===== src/rtl/qvr_pkg.sv =====
// Types and constants shared by the quaternion rotation pipeline.
`default_nettype none

package qvr_pkg;

  // Input component width (vector and Q2.14 quaternion)
  localparam int COMP_W = 16;
  // First-level product q*x or w*x
  localparam int PROD_W = 2 * COMP_W;
  // Inner sum t = v x x + w*x, three products
  localparam int TVAL_W = PROD_W + 1;
  // Outer product q*t and the difference r = v x t
  localparam int RVAL_W = COMP_W + TVAL_W;
  // Fraction bits removed by the final rounding (2^-28 scale times two)
  localparam int FRAC_SHIFT = 27;
  // Sum x*2^27 + r + round bias
  localparam int TOT_W = RVAL_W + 1;
  // Rounded value before clipping
  localparam int RND_W = TOT_W - FRAC_SHIFT;
  // Result component width
  localparam int OUT_W = 18;

  localparam logic signed [RND_W-1:0] OUT_MAX = RND_W'((1 << (OUT_W - 1)) - 1);
  localparam logic signed [RND_W-1:0] OUT_MIN = -RND_W'(1 << (OUT_W - 1));

  typedef logic signed [COMP_W-1:0] comp_t;
  typedef logic signed [PROD_W-1:0] prod_t;
  typedef logic signed [TVAL_W-1:0] tval_t;
  typedef logic signed [RVAL_W-1:0] rval_t;
  typedef logic signed [OUT_W-1:0]  rot_t;

endpackage

`default_nettype wire


===== src/rtl/qvr_round.sv =====
// Final stage: add x, round to nearest, clip to the result range, output register.
`default_nettype none

module qvr_round (
  input  logic          clk,
  input  logic          rst_n,
  input  logic          valid_i,
  output logic          stall_o,
  input  qvr_pkg::comp_t x_i [3],
  input  qvr_pkg::rval_t r_i [3],
  output logic          valid_o,
  input  logic          stall_i,
  output qvr_pkg::rot_t  rot_o [3],
  output logic          sat_o
);
  import qvr_pkg::*;

  rot_t rot_r [3];
  logic sat_r;
  logic ve_r;
  logic adv_e;

  rot_t rot_nxt [3];
  logic [2:0] clip_hit;

  assign adv_e   = !ve_r || !stall_i;
  assign stall_o = !adv_e;

  // Round x + 2r once (ties toward plus infinity), then clip
  for (genvar n = 0; n < 3; n++) begin : g_comp
    logic signed [TOT_W-1:0] total;
    logic signed [RND_W-1:0] rnd;

    always_comb begin
      total = (TOT_W'(x_i[n]) <<< FRAC_SHIFT) + TOT_W'(r_i[n])
            + (TOT_W'(1) <<< (FRAC_SHIFT - 1));
      rnd   = total[TOT_W-1:FRAC_SHIFT];
      if (rnd > OUT_MAX) begin
        rot_nxt[n]  = OUT_MAX[OUT_W-1:0];
        clip_hit[n] = 1'b1;
      end else if (rnd < OUT_MIN) begin
        rot_nxt[n]  = OUT_MIN[OUT_W-1:0];
        clip_hit[n] = 1'b1;
      end else begin
        rot_nxt[n]  = rnd[OUT_W-1:0];
        clip_hit[n] = 1'b0;
      end
    end

    assign rot_o[n] = rot_r[n];
  end

  // Hold the result while stalled
  always_ff @(posedge clk) begin
    if (!rst_n) begin
      ve_r <= 1'b0;
    end else if (adv_e) begin
      ve_r <= valid_i;
    end
  end

  always_ff @(posedge clk) begin
    if (adv_e) begin
      rot_r <= rot_nxt;
      sat_r <= |clip_hit;
    end
  end

  assign valid_o = ve_r;
  assign sat_o   = sat_r;

endmodule

`default_nettype wire

===== config.mk =====
export PLATFORM = sky130hd
export DESIGN_NAME = qvr_round
export DESIGN_NICKNAME = d
export VERILOG_FILES = /design/src/rtl/qvr_pkg.sv /design/src/rtl/qvr_round.sv
export SDC_FILE = /design/constraint.sdc
export NUM_CORES = 1
export LEC_CHECK = 0
export BUFFER_PORTS_ARGS = -buffer_cell sky130_fd_sc_hd__buf_2
export CAP_MARGIN = 10
export CORE_MARGIN = 8
export CORE_UTILIZATION = 53
export CTS_CLUSTER_SIZE = 16
export DETAILED_ROUTE_END_ITERATION = 10
export PLACE_DENSITY = 0.88
export SLEW_MARGIN = 40
export SYNTH_ARGS = -nofsm -noshare
export SYNTH_HDL_FRONTEND = slang
export SYNTH_SLANG_ARGS = --single-unit

===== constraint.sdc =====
create_clock -name clk -period 7.2 [get_ports clk]
set_input_delay 0.36 -clock clk [delete_from_list [all_inputs] [get_ports clk]]
set_output_delay 0.36 -clock clk [all_outputs]
set_load 0.01 [all_outputs]

==> flow_metrics.tcl <==
set metrics [dict create \
    status "finished, final reports clean" \
    cts_setup_buffers 0 \
    grt_overflow_total 0 \
    grt_max_degree 57 \
    post_drt_wl_per_cell_um 15.8 \
    pin_count 256 \
    core-area_um2 10700 \
    die_x_um 121 \
    avgSynthCellArea_um2 8.76 \
    slew-limit-headroom_pct 49.7 \
    endpoint "rot_o[36]" \
    finalHoldViolCount 0 \
    leakage_nw 3.00 \
    cp_data_arrival_time_ns 3.51 \
    cts_resized 0 \
    min_path_cells 2 \
    rows 38 \
    first_global_vias 5463 \
    crit_path_cell_trace "buf_2, fa_1, a211oi_1, o21bai_1, o2111a_1, o2111a_1, nor3_1, xor2_1, or4_1, nand2_1, a21o_1" \
    io_buffer_count 177 \
    syn_area_um2 5790 \
    tightest_slew_ns 0.752 \
    r2r.worst_path.cells 4 \
    max_freq_mhz 301 \
    skew_ns 0.00378 \
    root_buffer "clkbuf_8" \
    regArea_um2 1670 \
    synth.yosys.warnings 0 \
    nets 1100 \
    crit_cells 11 \
    cts_tree "built" \
    track_usage_pct 20.7 \
    slew_violations 0 \
    yosysTopAreaCell "edfxtp_1" \
    cp_top_family "simple AND/OR/NAND/NOR gates" \
    dieArea_um2 14500 \
    drc 0 \
    rsz0062_at_grt "no" \
    critical_path.max_stage_delay_ns 0.55 \
    antenna_cells 0 \
    hold_slack_ns 0.249 \
    min_path_type "in2reg" \
    worstSetupStartpoint "x_i[32]" \
    ctsHoldBuffers 0 \
    maxCapViolCount 0 \
    worstPathMaxFanout 17 \
    clockBufferDepth 2 \
    cts.sinks 56 \
    drt-initial-drc-count 472 \
    finalPower_w 0.00123 \
    setup_viol 0 \
    dr.pass1.iters 7 \
    crit_top_cell "o2111a_1" \
    vias 5715 \
    r2r_slack_ns 5.85 \
    ant_nets 0 \
    start_util_pct 53.9 \
    crit_buf_inv 1 \
    mostFrequentLayoutCell "buf_2" \
    gp_congestion 0.963 \
    synth_nets 929 \
    viasPerCell 5.87 \
    ys.flop_type "edfxtp_1" \
    startpoint_type "primary input" \
    clock_latency_ns 0.31 \
    dp.cells 965 \
    r2r_end "valid_o" \
    crit_slowest_cell "or4_1" \
    fin_cells 973 \
    layout-drive-gt1-share_pct 24.6 \
    crit_type "in2reg" \
    antenna_found_initial 0 \
    fillers 987 \
    fin_crit_sh_pct 46.2 \
    area_growth_pct 19.0 \
    grt_pass1_wl_um 25500 \
    power.density_nw_per_um2 178 \
    htreeDepth 2 \
    yosysSeqAreaShare_pct 28.9 \
    path_clk_slew_ns 0.10 \
    yosys.area.top_type_share_pct 28.5 \
    die_h_um 121 \
    hpwlAfterDp_um 12500 \
    netlist_top_cells_area "edfxtp_1, ha_1, a21oi_1" \
    ys_types 66 \
    synth-seq-cells 56 \
    async_reset_ff_share_pct 0 \
    synthCells 661 \
    setup_tns_ns 0 \
    endpoint_kind "flop" \
    post-route-min-period_ns 3.32 \
    cts_buffers 5 \
    routed_wl_um 15400 \
    synth_edf_count 55 \
    crit_required_ns 7.38 \
    most-common-layout-cells "buf_2, a21oi_1, ha_1" \
    multi_input_area_um2 3960 \
    r2r_start "valid_o" \
    ir_drop_uv 92.3 \
]
[sequential cells by signal, indices dropped and copies added, names as in the netlist]
signal / count
rot_o: 54
valid_o: 1
sat_o: 1
[per-stage QoR]
step	worst slack [ns]	utilization, %	instance area, µm²
floorplan	4.11	-	5790
finish	3.88	64.1	6890
global placement	3.53	63.3	6800
global route	3.61	64.1	6890
detailed placement	3.53	63.3	6800
CTS	3.85	64.1	6890
[how the worst min path moves through the flow]
stage	from	endpoint
2_1_floorplan	rst_n	valid_o
3_3_place_gp	rst_n	valid_o
3_5_place_dp	rst_n	valid_o
4_1_cts	rst_n	valid_o
5_1_grt	rst_n	valid_o
6_report	rst_n	valid_o
[layer usage]
layer  wire [µm]  GRT usage, %  vias up  part of all wire [%]
met1        6680          25.5     2600                    43
met2        7460          35.4      216                    48
li1            -             -     2870                     -
met5           0             0        -                     0
met3         910          3.78       29                   5.9
met4         362          7.34        0                   2.3
[logic make-up after synthesis]
| kind of cell | synth area share, % |
|---|---|
| compound gates | 29.0 |
| xor+xnor | 8.14 |
| fa+ha+maj | 15.3 |
| buf+inv | 2.85 |
| flops | 28.9 |
| mux | 0.518 |
| simple gates | 15.3 |
[final cells by class]
cell class,count,share of cell area (%)
Clock buffer,5,0.998
Clock inverter,3,0.272
Multi-Input combinational cell,565,57.5
Inverter,25,1.36
Timing Repair Buffer,179,13.1
Sequential cell,56,24.3
Tap cell,140,2.54
[Yosys cell counts (all sizes together) (7+ instances only)]
library cell / instances
o21a: 14
o211ai: 8
nand3: 30
a211oi: 16
clkbuf: 10
a21o: 29
xnor2: 36
nor2: 42
ha: 66
nor3: 12
a31oi: 7
xor2: 17
a21oi: 80
nand2b: 8
edfxtp: 55
o21ai: 58
nand2: 47
nand4: 8
inv: 25
and3: 8
o21bai: 10
[where the power goes]
group / switching, W / internal (W) / total [W]
Clock: 0.000105 / 0.0000675 / 0.000173
Combinational: 0.000349 / 0.000246 / 0.000595
Sequential: 0.0000172 / 0.000442 / 0.000460
(Power assumes the default switching activity.)
